### config.mk
export PLATFORM = sky130hd
export DESIGN_NAME = ctg_datapath_flat
export DESIGN_NICKNAME = d
export VERILOG_FILES = /design/src/ctg_pkg.sv /design/src/ctg_stream_if.sv /design/src/ctg_datapath.sv /design/src/flat_wrapper.sv
export SDC_FILE = /design/constraint.sdc
export NUM_CORES = 1
export LEC_CHECK = 0
export BUFFER_PORTS_ARGS = -buffer_cell sky130_fd_sc_hd__buf_2
export CAP_MARGIN = 5
export CORE_UTILIZATION = 29
export CTS_BUF_LIST = sky130_fd_sc_hd__clkbuf_8
export DETAILED_ROUTE_END_ITERATION = 8
export GPL_TIMING_DRIVEN = 0
export PLACE_DENSITY = 0.86
export SYNTH_ARGS = -nofsm -noshare
export SYNTH_HDL_FRONTEND = slang
export SYNTH_SLANG_ARGS = --single-unit
### constraint.sdc
create_clock -name clk -period 1.2 [get_ports clk]
set_input_delay 0.18 -clock clk [delete_from_list [all_inputs] [get_ports clk]]
set_output_delay 0.18 -clock clk [all_outputs]
set_load 0.05 [all_outputs]
### src/ctg_pkg.sv
// Shared types, constants and tables for the circle trajectory generator.
// Depends on nothing; the sequencer, the datapath and the top module import it.
`timescale 1ns / 1ps

package ctg_pkg;

  localparam int FIELD_W        = 32;   // position fields, Q16.16
  localparam int CFG_W          = 32;   // widest register
  localparam int CFG_IDX_W      = 3;
  localparam int RADIUS_W       = 31;
  localparam int ANGLE_W        = 32;   // 2^32 is one full turn
  localparam int PHASE_BITS_DEF = 32;
  localparam int POS_BITS_DEF   = 32;

  localparam int CORDIC_STEPS = 24;
  localparam int ITER_W       = $clog2(CORDIC_STEPS);
  localparam int VEC_W        = 34;     // Q2.30 vector and residual angle, with headroom
  localparam int ATAN_W       = 30;
  localparam int FRAC_SHIFT   = 30;

  localparam logic signed [VEC_W-1:0] CORDIC_GAIN = 34'sd652032874;

  // arctangent of 2^-i, angle word units
  localparam logic [ATAN_W-1:0] ATAN_TAB [CORDIC_STEPS] = '{
    30'h20000000, 30'h12E4051E, 30'h09FB385B, 30'h051111D4, 30'h028B0D43, 30'h0145D7E1,
    30'h00A2F61E, 30'h00517C55, 30'h0028BE53, 30'h00145F2F, 30'h000A2F98, 30'h000517CC,
    30'h00028BE6, 30'h000145F3, 30'h0000A2FA, 30'h0000517D, 30'h000028BE, 30'h0000145F,
    30'h00000A30, 30'h00000518, 30'h0000028C, 30'h00000146, 30'h000000A3, 30'h00000051
  };

  typedef enum logic [CFG_IDX_W-1:0] {
    REG_PHASE_STEP = 3'd0,
    REG_RADIUS     = 3'd1,
    REG_CENTER_X   = 3'd2,
    REG_CENTER_Y   = 3'd3,
    REG_CENTER_Z   = 3'd4
  } cfg_reg_t;

  typedef enum logic [2:0] {
    S_IDLE,
    S_LOAD,
    S_ROT,
    S_MUL_S,
    S_MUL_C,
    S_RND,
    S_SUM
  } ctg_state_t;

  typedef struct packed {
    logic restart;
  } in_item_t;

  typedef struct packed {
    logic signed [FIELD_W-1:0] pos_x;
    logic signed [FIELD_W-1:0] pos_y;
    logic signed [FIELD_W-1:0] pos_z;
  } out_item_t;

  typedef struct packed {
    logic phase_clear;
    logic phase_adv;
    logic cordic_load;
    logic cordic_step;
    logic mul_load;
    logic mul_cos;
    logic rnd_x;
    logic rnd_y;
    logic out_load;
  } ctg_cmd_t;

  typedef struct packed {
    logic iter_last;
    logic out_free;
  } ctg_status_t;

endpackage

### src/ctg_stream_if.sv
// Valid/ready stream channel with a typed payload.
// Payload types come from ctg_pkg at the point of instantiation.
`timescale 1ns / 1ps

interface ctg_stream_if #(
  parameter type payload_t = logic
) ();
  logic     valid;
  logic     ready;
  payload_t data;

  modport source (output valid, output data, input ready);
  modport sink   (input valid, input data, output ready);
endinterface

### src/ctg_datapath.sv
// Datapath: config registers, phase accumulator, iterative CORDIC, scaling and output register.
// Depends on ctg_pkg and ctg_stream_if; driven by ctg_ctrl commands.
`timescale 1ns / 1ps

module ctg_datapath
  import ctg_pkg::*;
#(
  parameter int PHASE_BITS = PHASE_BITS_DEF,
  parameter int POS_BITS   = POS_BITS_DEF
) (
  input  logic                 clk,
  input  logic                 rst,
  input  logic                 cfg_we,
  input  logic [CFG_IDX_W-1:0] cfg_index,
  input  logic [CFG_W-1:0]     cfg_data,
  input  ctg_cmd_t             cmd,
  output ctg_status_t          status,
  ctg_stream_if.source         out_ch
);

  localparam int WIDE_W  = PHASE_BITS + ANGLE_W;
  localparam int PROD_W  = RADIUS_W + 1 + VEC_W;
  localparam int D_W     = PROD_W - FRAC_SHIFT;
  localparam int SUM_W   = ((D_W > POS_BITS) ? D_W : POS_BITS) + 1;
  localparam logic signed [PROD_W-1:0] ROUND_HALF = PROD_W'(64'sd1 <<< (FRAC_SHIFT - 1));
  localparam logic signed [SUM_W-1:0]  POS_HI     = SUM_W'((64'sd1 <<< (POS_BITS - 1)) - 1);
  localparam logic signed [SUM_W-1:0]  POS_LO     = -POS_HI - SUM_W'(1);

  // configuration registers
  logic [CFG_W-1:0]           phase_step;
  logic [RADIUS_W-1:0]        radius;
  logic signed [FIELD_W-1:0]  center_x;
  logic signed [FIELD_W-1:0]  center_y;
  logic signed [FIELD_W-1:0]  center_z;

  always_ff @(posedge clk) begin
    if (rst) begin
      phase_step <= '0;
      radius     <= '0;
      center_x   <= '0;
      center_y   <= '0;
      center_z   <= '0;
    end else if (cfg_we) begin
      unique case (cfg_reg_t'(cfg_index))
        REG_PHASE_STEP: phase_step <= cfg_data;
        REG_RADIUS:     radius     <= cfg_data[RADIUS_W-1:0];
        REG_CENTER_X:   center_x   <= cfg_data;
        REG_CENTER_Y:   center_y   <= cfg_data;
        REG_CENTER_Z:   center_z   <= cfg_data;
        default: ;
      endcase
    end
  end

  // phase accumulator, wraps at 2^PHASE_BITS
  logic [PHASE_BITS-1:0] phase;
  logic [WIDE_W-1:0]     phase_wide;
  logic [ANGLE_W-1:0]    angle;
  logic [ANGLE_W-1:0]    angle_fold;
  logic                  fold;

  always_ff @(posedge clk) begin
    if (rst) begin
      phase <= '0;
    end else if (cmd.phase_clear) begin
      phase <= '0;
    end else if (cmd.phase_adv) begin
      phase <= phase + PHASE_BITS'(phase_step);
    end
  end

  // align to the 32-bit angle word: truncate extra low bits or zero-fill
  assign phase_wide = {phase, ANGLE_W'(0)} >> PHASE_BITS;
  assign angle      = phase_wide[ANGLE_W-1:0];
  // second and third quadrants: rotate by a half turn, negate at the end
  assign fold       = angle[ANGLE_W-1] ^ angle[ANGLE_W-2];
  assign angle_fold = {angle[ANGLE_W-1] ^ fold, angle[ANGLE_W-2:0]};

  // CORDIC rotation, one iteration per cycle
  logic signed [VEC_W-1:0] cx, cy, cz;
  logic signed [VEC_W-1:0] cx_sh, cy_sh, atan_v;
  logic [ITER_W-1:0]       idx;
  logic                    neg;

  assign cx_sh  = cx >>> idx;
  assign cy_sh  = cy >>> idx;
  assign atan_v = {{(VEC_W-ATAN_W){1'b0}}, ATAN_TAB[idx]};

  always_ff @(posedge clk) begin
    if (cmd.cordic_load) begin
      cx  <= CORDIC_GAIN;
      cy  <= '0;
      cz  <= {{(VEC_W-ANGLE_W){angle_fold[ANGLE_W-1]}}, angle_fold};
      neg <= fold;
      idx <= '0;
    end else if (cmd.cordic_step) begin
      if (!cz[VEC_W-1]) begin
        cx <= cx - cy_sh;
        cy <= cy + cx_sh;
        cz <= cz - atan_v;
      end else begin
        cx <= cx + cy_sh;
        cy <= cy - cx_sh;
        cz <= cz + atan_v;
      end
      idx <= idx + ITER_W'(1);
    end
  end

  assign status.iter_last = (idx == ITER_W'(CORDIC_STEPS - 1));

  // radius scaling: one shared multiplier, sine then cosine
  logic signed [VEC_W-1:0]    mul_op, mul_op_n;
  logic signed [RADIUS_W:0]   radius_s;
  logic signed [PROD_W-1:0]   prod, prod_next, prod_rnd, prod_sh;
  logic signed [D_W-1:0]      dx, dy;

  assign mul_op    = cmd.mul_cos ? cx : cy;
  assign mul_op_n  = neg ? -mul_op : mul_op;
  assign radius_s  = {1'b0, radius};
  assign prod_next = PROD_W'(radius_s) * PROD_W'(mul_op_n);
  // round half up to Q16.16
  assign prod_rnd  = prod + ROUND_HALF;
  assign prod_sh   = prod_rnd >>> FRAC_SHIFT;

  always_ff @(posedge clk) begin
    if (cmd.mul_load) prod <= prod_next;
    if (cmd.rnd_x)    dx   <= prod_sh[D_W-1:0];
    if (cmd.rnd_y)    dy   <= prod_sh[D_W-1:0];
  end

  // coordinate sums with saturation to the position range
  function automatic logic [FIELD_W-1:0] sat_pos(input logic signed [SUM_W-1:0] v);
    logic signed [SUM_W-1:0] r;
    begin
      if (v > POS_HI) begin
        r = POS_HI;
      end else if (v < POS_LO) begin
        r = POS_LO;
      end else begin
        r = v;
      end
      return r[FIELD_W-1:0];
    end
  endfunction

  logic signed [SUM_W-1:0] sum_x, sum_y, sum_z;
  out_item_t               out_data;
  logic                    out_valid;

  assign sum_x = SUM_W'(center_x) + SUM_W'(dx);
  assign sum_y = SUM_W'(center_y) + SUM_W'(dy);
  assign sum_z = SUM_W'(center_z);

  always_ff @(posedge clk) begin
    if (rst) begin
      out_valid <= 1'b0;
    end else if (cmd.out_load) begin
      out_valid <= 1'b1;
    end else if (out_ch.ready) begin
      out_valid <= 1'b0;
    end
  end

  always_ff @(posedge clk) begin
    if (cmd.out_load) begin
      out_data.pos_x <= sat_pos(sum_x);
      out_data.pos_y <= sat_pos(sum_y);
      out_data.pos_z <= sat_pos(sum_z);
    end
  end

  assign status.out_free = !out_valid || out_ch.ready;
  assign out_ch.valid    = out_valid;
  assign out_ch.data     = out_data;

endmodule

### src/flat_wrapper.sv
// flat-port wrapper written by rule: the top's interface ports become plain ports
module ctg_datapath_flat import ctg_pkg::*;
#(
  parameter int PHASE_BITS = PHASE_BITS_DEF,
  parameter int POS_BITS   = POS_BITS_DEF
)
  (clk, rst, cfg_we, cfg_index, cfg_data, cmd, status, out_ch_valid, out_ch_data, out_ch_ready);
  ctg_stream_if out_ch_i ();
  input  logic clk;
  input  logic rst;
  input  logic cfg_we;
  input  logic [CFG_IDX_W-1:0] cfg_index;
  input  logic [CFG_W-1:0] cfg_data;
  input  ctg_cmd_t cmd;
  output ctg_status_t status;
  output wire logic [$bits(out_ch_i.valid)-1:0] out_ch_valid;
  output wire logic [$bits(out_ch_i.data)-1:0] out_ch_data;
  input wire logic [$bits(out_ch_i.ready)-1:0] out_ch_ready;
  assign out_ch_valid = out_ch_i.valid;
  assign out_ch_data = out_ch_i.data;
  assign out_ch_i.ready = out_ch_ready;
  ctg_datapath #(.PHASE_BITS(PHASE_BITS), .POS_BITS(POS_BITS)) u_core (.clk(clk), .rst(rst), .cfg_we(cfg_we), .cfg_index(cfg_index), .cfg_data(cfg_data), .cmd(cmd), .status(status), .out_ch(out_ch_i));
endmodule
==> results.yml, run 1 <==
yosys:
  async_reset_ff_share_pct: 0
  synthFlopType: "dfxtp_1"
  synth_edf_count: 1
  syn_area_um2: 399
  syn-num-nets: 88
  yosys-top-cells-area: "dfxtp_1, edfxtp_1, mux2_1"
  ys_seq_area_share_pct: 42.6
  synthCells: 39
  yosys.area.top_type: "dfxtp_1"
  synth_seq_cells: 8
  synth_commonest_cells: "dfxtp_1, nor2_1, clkbuf_1, nand2b_1"
  synth_most_common_cell: "dfxtp_1"
  synth_top_area_share_pct: 35.1
  synth.distinct_cells: 20
  yosys_warnings: 0
  syn_area_per_cell_um2: 10.2
critical_path:
  r2r-start: "u_core.idx[0]"
  worstSetupEndpointType: "primary output"
  worstSetupStartpointType: "flip-flop"
  worst_path_max_delay_cell: "dfxtp_2"
  critPathCapture: "status[1]"
  r2r-end: "u_core.idx[4]"
  slowest_delay_ns: 0.35
  crit_chain: "ha_4 -> and4b_2 -> buf_8"
  rrSetupSlack_ns: 0.07
  worstSetupPathType: "flip-flop to primary output"
  r2r_cells: 4
  cp.arrival_ns: 1.09
  worstPathRequired_ns: 1.02
  crit_fanout: 2
  worstSetupStartpoint: "u_core.idx[0]"
clock_tree:
  cts-root-buf: "clkbuf_8"
  ctsHoldBuffers: 0
  htreeDepth: 1
  cts_sinks: 8
  clkLatencyLatePin_ns: 0.23
  clk_path_buf_depth: 2
  cts_buffers: 3
  cts_tree: "done"
  clk_pin_slew_ns: 0.04
route:
  wl_per_cell_um: 10.0
  drtPass1Iterations: 2
  postRouteAntennaNets: 0
  avgViaCountPerCell: 4.45
  drtIter0Drc: 1
  drc: 0
  vias: 325
  wl_um: 731
layout:
  utilization_pct: 44.7
  layout-drive-gt1-share_pct: 48.3
  n_antenna_cell: 0
  stdcell_area_um2: 574
  layout.nets: 108
  synthToLayoutAreaGrowth_pct: 43.9
timing:
  hold_viol: 0
  relSlewSlack_pct: 83.8
  skew_ns: 0.000972
  worst_pin_slew_ns: 0.245
  report.final.slew_viol_count: 0
  holdWs_ns: 0.140
  setup_ws_ns: -0.0706
  period_needed_ns: 1.27
  tns_ns: -0.0706
  fmax_mhz: 787
  rsz0062_at_grt: "true"
  setup-violations-final: 1
  fin_crit_sh_pct: 106
floorplanning:
  initial_core_util_pct: 31.1
  die_area_um2: 1530
  rows: 13
  die_w_um: 39.1
  io_pins: 52
  coreArea_um2: 1280
  dieHeight_um: 39.1
power_and_ir_drop:
  intPower_w: 0.000556
  p_total_w: 0.000722
  p_leak_nw: 0.263
  power_switching_w: 0.000166
  seqPwrFrac_pct: 41.0
  switching_share_pct: 23.0
  power_density_nw_per_um2: 1260
  combPwrFrac_pct: 13.2
  ir_drop_mv: 0.454
  p_clk_share_pct: 45.8
outcome:
  status: "complete, but fails checks"
  violations: "negative setup slack"
global_routing:
  overflow: 0
  grt_max_degree: 8
  antenna_found_initial: 0
  grt_pass1_wl_um: 966
  grtUsageTotal_pct: 10.8
  grt_pass1_vias: 265
placement:
  buffer_ports.inserted: 12
  gp_congestion: 0.531
  dpl-instance-area_um2: 482
flow_run:
  maxCapViolCount: 0
worst_hold_path:
  hold_class: "input port to flip-flop"
==> metrics by stage <==
stage / setup slack [ns] / std cells
2_1_floorplan: 0.00725 / 39
3_3_place_gp: -0.00351 / 66
3_5_place_dp: -0.0516 / 66
4_1_cts: -0.0846 / 73
5_1_grt: -0.0968 / 73
6_report: -0.0706 / 73
==> critical path: cells and delay by family (launching register included) <==
| kind | cells | cell delay (ns) |
|---|---|---|
| and+or+nand+nor | 1 | 0.23 |
| adders and majority gates | 1 | 0.14 |
| buffers and inverters | 1 | 0.15 |
| DFF | 1 | 0.35 |
==> sequential cells by signal, indices dropped and copies added, names as in the netlist <==
| register | count |
|---|---|
| u_core.out_ch.data | 1 |
| u_core.out_ch.valid | 1 |
| u_core.center_z | 1 |
| u_core.idx | 5 |
==> power by group through the flow <==
stage                     Combinational (W)  Sequential [W]  Clock, W
final                             0.0000955        0.000296  0.000330
after CTS                         0.0000962        0.000295  0.000350
after global placement            0.0000777        0.000296         0
after floorplan                   0.0000430        0.000309         0
after detailed placement          0.0000805        0.000298         0
after global routing               0.000105        0.000296  0.000355
==> cell type report <==
| class | count | area [µm²] |
|---|---|---|
| repair buffers | 15 | 92.6 |
| fillers | 131 | 711 |
| well taps | 15 | 18.8 |
| flip-flops and latches | 8 | 173 |
| plain buffers | 7 | 52.6 |
| multi-input cells | 23 | 189 |
| clock inverters | 1 | 3.75 |
| inverters | 1 | 3.75 |
| clock buffers | 3 | 41.3 |
==> routing by layer <==
layer  up-vias  GRT usage, %  share of wire [%]
met2        12          19.2                 55
met1       145          6.99                 35
li1        166             -                  -
met5         -             0                  0
met4         0          10.3                2.5
met3         2          6.94                7.4
==> how the worst min path moves through the flow <==
stage / from / end / slack (ns) / depth (start not counted)
after floorplan: cmd[6] / u_core.idx[2] / 0.25 / 1
after global placement: rst / u_core.out_ch.valid / 0.37 / 2
after detailed placement: rst / u_core.out_ch.valid / 0.38 / 2
after CTS: rst / u_core.out_ch.valid / 0.13 / 2
after global routing: cmd[0] / u_core.out_ch.data / 0.15 / 1
final: rst / u_core.out_ch.valid / 0.14 / 2
==> layout by cell type (no fill, tap or decap), types with 2 or more instances in the layout <==
master     n
buf_4      3
nor2b_1    2
mux2_1     2
dfxtp_1    5
buf_2     13
clkbuf_1   3
clkbuf_8   3
nor2_1     4
nand4_1    2
nand2b_1   2
mux2i_1    2
dfxtp_2    2
inv_1      2
a21oi_1    2
==> cell families after synthesis <==
family | count (synthesis) | synth area share [%]
DFF | 8 | 42.6
adders and majority gates | 1 | 3.13
xor gates and xnor gates | 1 | 2.19
and+or+nand+nor | 14 | 22.3
muxes | 4 | 10.7
AOI/OAI and AO/OA | 3 | 5.02
buffers and inverters | 8 | 14.1
==> what timing repair did <==
item | CTS | global route
endpoints found under the hold margin | 0 | 0
resized for setup | 7 | 0
endpoints found under the setup margin | 1 | 1
pin swaps | 1 | 1
buffers inserted | 3 | 0
Power figures use the tool's default switching activity.
==> inputs of run 2 (changes only) <==
--- a/config.mk
+++ b/config.mk
@@ -5,13 +5,14 @@
 export SDC_FILE = /design/constraint.sdc
 export NUM_CORES = 1
 export LEC_CHECK = 0
-export BUFFER_PORTS_ARGS = -buffer_cell sky130_fd_sc_hd__buf_2
 export CAP_MARGIN = 5
-export CORE_UTILIZATION = 29
+export CORE_AREA = 2 2 39 41
 export CTS_BUF_LIST = sky130_fd_sc_hd__clkbuf_8
 export DETAILED_ROUTE_END_ITERATION = 8
+export DIE_AREA = 0 0 41 43
+export DONT_BUFFER_PORTS = 1
 export GPL_TIMING_DRIVEN = 0
-export PLACE_DENSITY = 0.86
+export PLACE_DENSITY = 0.55
 export SYNTH_ARGS = -nofsm -noshare
 export SYNTH_HDL_FRONTEND = slang
 export SYNTH_SLANG_ARGS = --single-unit
==> run 2 against run 1 <==
  * The run still ends with negative setup slack left
  * Sequential share of layout area grew 5.8 points
  * Via count down 16%
  * Sequential cell count unchanged
  * Worst hold slack got worse by 0.13 ns
  * Core utilization shrank 8.6 points
  * Global-route usage decreased by 4.2 points
  * Critical endpoint unchanged
==> results.yml, run 2 (synthesis gave the netlist of run 1 again) <==
layout:
  mostFrequentLayoutCells: "nor2_1, dfxtp_1, clkbuf_1, clkbuf_8"
  n_antenna_cell: 0
  largest-register: "u_core.idx"
  synthToLayoutAreaGrowth_pct: 25.1
  layout-drive-gt1-share_pct: 34.1
  largest_register_ff_count: 5
  layout.nets: 94
critical_path:
  critPathCapture: "status[1]"
  crit_fanout: 4
  r2r-end: "u_core.idx[4]"
  rrSetupSlack_ns: 0.16
  worstPathRequired_ns: 1.02
  r2r_cells: 3
  worstSetupStartpoint: "u_core.idx[1]"
  worstSetupPathType: "flip-flop to primary output"
  worstSetupEndpointType: "primary output"
  cp.arrival_ns: 1.08
  r2r-start: "u_core.idx[0]"
  worstSetupStartpointType: "flip-flop"
power_and_ir_drop:
  ir_drop_mv: 0.590
  seqPwrFrac_pct: 44.8
  power_density_nw_per_um2: 1380
  p_leak_nw: 0.201
  switching_share_pct: 22.1
  intPower_w: 0.000539
  power_switching_w: 0.000153
  p_clk_share_pct: 47.4
  combPwrFrac_pct: 7.8
  p_total_w: 0.000691
timing:
  fin_crit_sh_pct: 105
  period_needed_ns: 1.26
  holdWs_ns: 0.00956
  worst_pin_slew_ns: 0.458
  rsz0062_at_grt: "true"
  skew_ns: 0.00359
  report.final.slew_viol_count: 0
  setup-violations-final: 1
  setup_ws_ns: -0.0603
  fmax_mhz: 793
  hold_viol: 0
  tns_ns: -0.0603
  relSlewSlack_pct: 69.5
global_routing:
  grtUsageTotal_pct: 6.55
  grt_max_degree: 8
  antenna_found_initial: 0
  overflow: 0
  grt_pass1_vias: 209
  grt_pass1_wl_um: 731
route:
  drtIter0Drc: 1
  drc: 0
  avgViaCountPerCell: 4.57
  vias: 274
  postRouteAntennaNets: 0
  wl_um: 558
  wl_per_cell_um: 9.30
  drtPass1Iterations: 2
outcome:
  status: "complete, but fails checks"
  violations: "negative setup slack"
clock_tree:
  clk_pin_slew_ns: 0.04
  cts_sinks: 8
  cts_tree: "done"
  cts_buffers: 3
  clkLatencyLatePin_ns: 0.23
  htreeDepth: 1
  cts-root-buf: "clkbuf_8"
  clk_path_buf_depth: 2
floorplanning:
  rows: 14
  dieHeight_um: 43
  die_w_um: 41
  initial_core_util_pct: 28.8
  io_pins: 52
  coreArea_um2: 1380
  die_area_um2: 1760
flow_run:
  maxCapViolCount: 0
placement:
  gp_congestion: 0.562
  dp_slack_ns: -0.0372
  dp_hpwl_um: 423
  buffer_ports.inserted: 0
worst_hold_path:
  hold_class: "input port to flip-flop"
## run 2: what timing repair did
| item | CTS | global route |
|---|---|---|
| endpoints found under the setup margin | 3 | 1 |
| cloned | 0 | 0 |
| resized for setup | 6 | 2 |
| setup buffers | 0 | 1 |
| hold buffers | 0 | 0 |
| pin swaps | 2 | 0 |
## run 2: power groups by stage
stage	sequential [W]	clock [W]	combinational, W
after global routing	0.000311	0.000353	0.0000598
final	0.000310	0.000328	0.0000539
after CTS	0.000311	0.000343	0.0000494
after floorplan	0.000309	0	0.0000430
after detailed placement	0.000311	0	0.0000466
after global placement	0.000311	0	0.0000458
## run 2: layer usage
layer | track usage, % | share of wire (%)
met4 | 2.00 | 0
met3 | 6.81 | 16
met5 | 0 | 0
met1 | 6.82 | 41
met2 | 8.75 | 43
## run 2: area by class of cell
cell class / count / area, µm²
inverter: 1 / 3.75
clock inverter: 1 / 3.75
multi-input combinational: 23 / 191
sequential: 8 / 179
buffer: 7 / 52.6
timing repair buffer: 1 / 7.51
tap: 16 / 20.0
fill: 138 / 885
clock buffer: 3 / 41.3
## run 2: worst min path at each step
stage	end	from	slack (ns)	depth (start not counted)
2_1_floorplan	u_core.idx[2]	cmd[6]	0.25	1
3_3_place_gp	u_core.idx[2]	cmd[6]	0.25	1
3_5_place_dp	u_core.idx[2]	cmd[6]	0.25	1
4_1_cts	u_core.idx[0]	cmd[6]	0.005	1
5_1_grt	u_core.idx[0]	cmd[6]	0.01	1
6_report	u_core.idx[0]	cmd[6]	0.01	1
## run 2: through the flow
step           instances  instance area (µm²)  util, %
2_1_floorplan         39                  403        -
3_3_place_gp          55                  423     30.6
3_5_place_dp          55                  423     30.6
4_1_cts               59                  487     35.2
5_1_grt               60                  499     36.1
6_report              60                  499     36.1
## run 2: critical path, stage by stage, from the launching register on
cell	delay, ns
dfxtp_4	0.36
ha_4	0.14
and4b_4	0.36
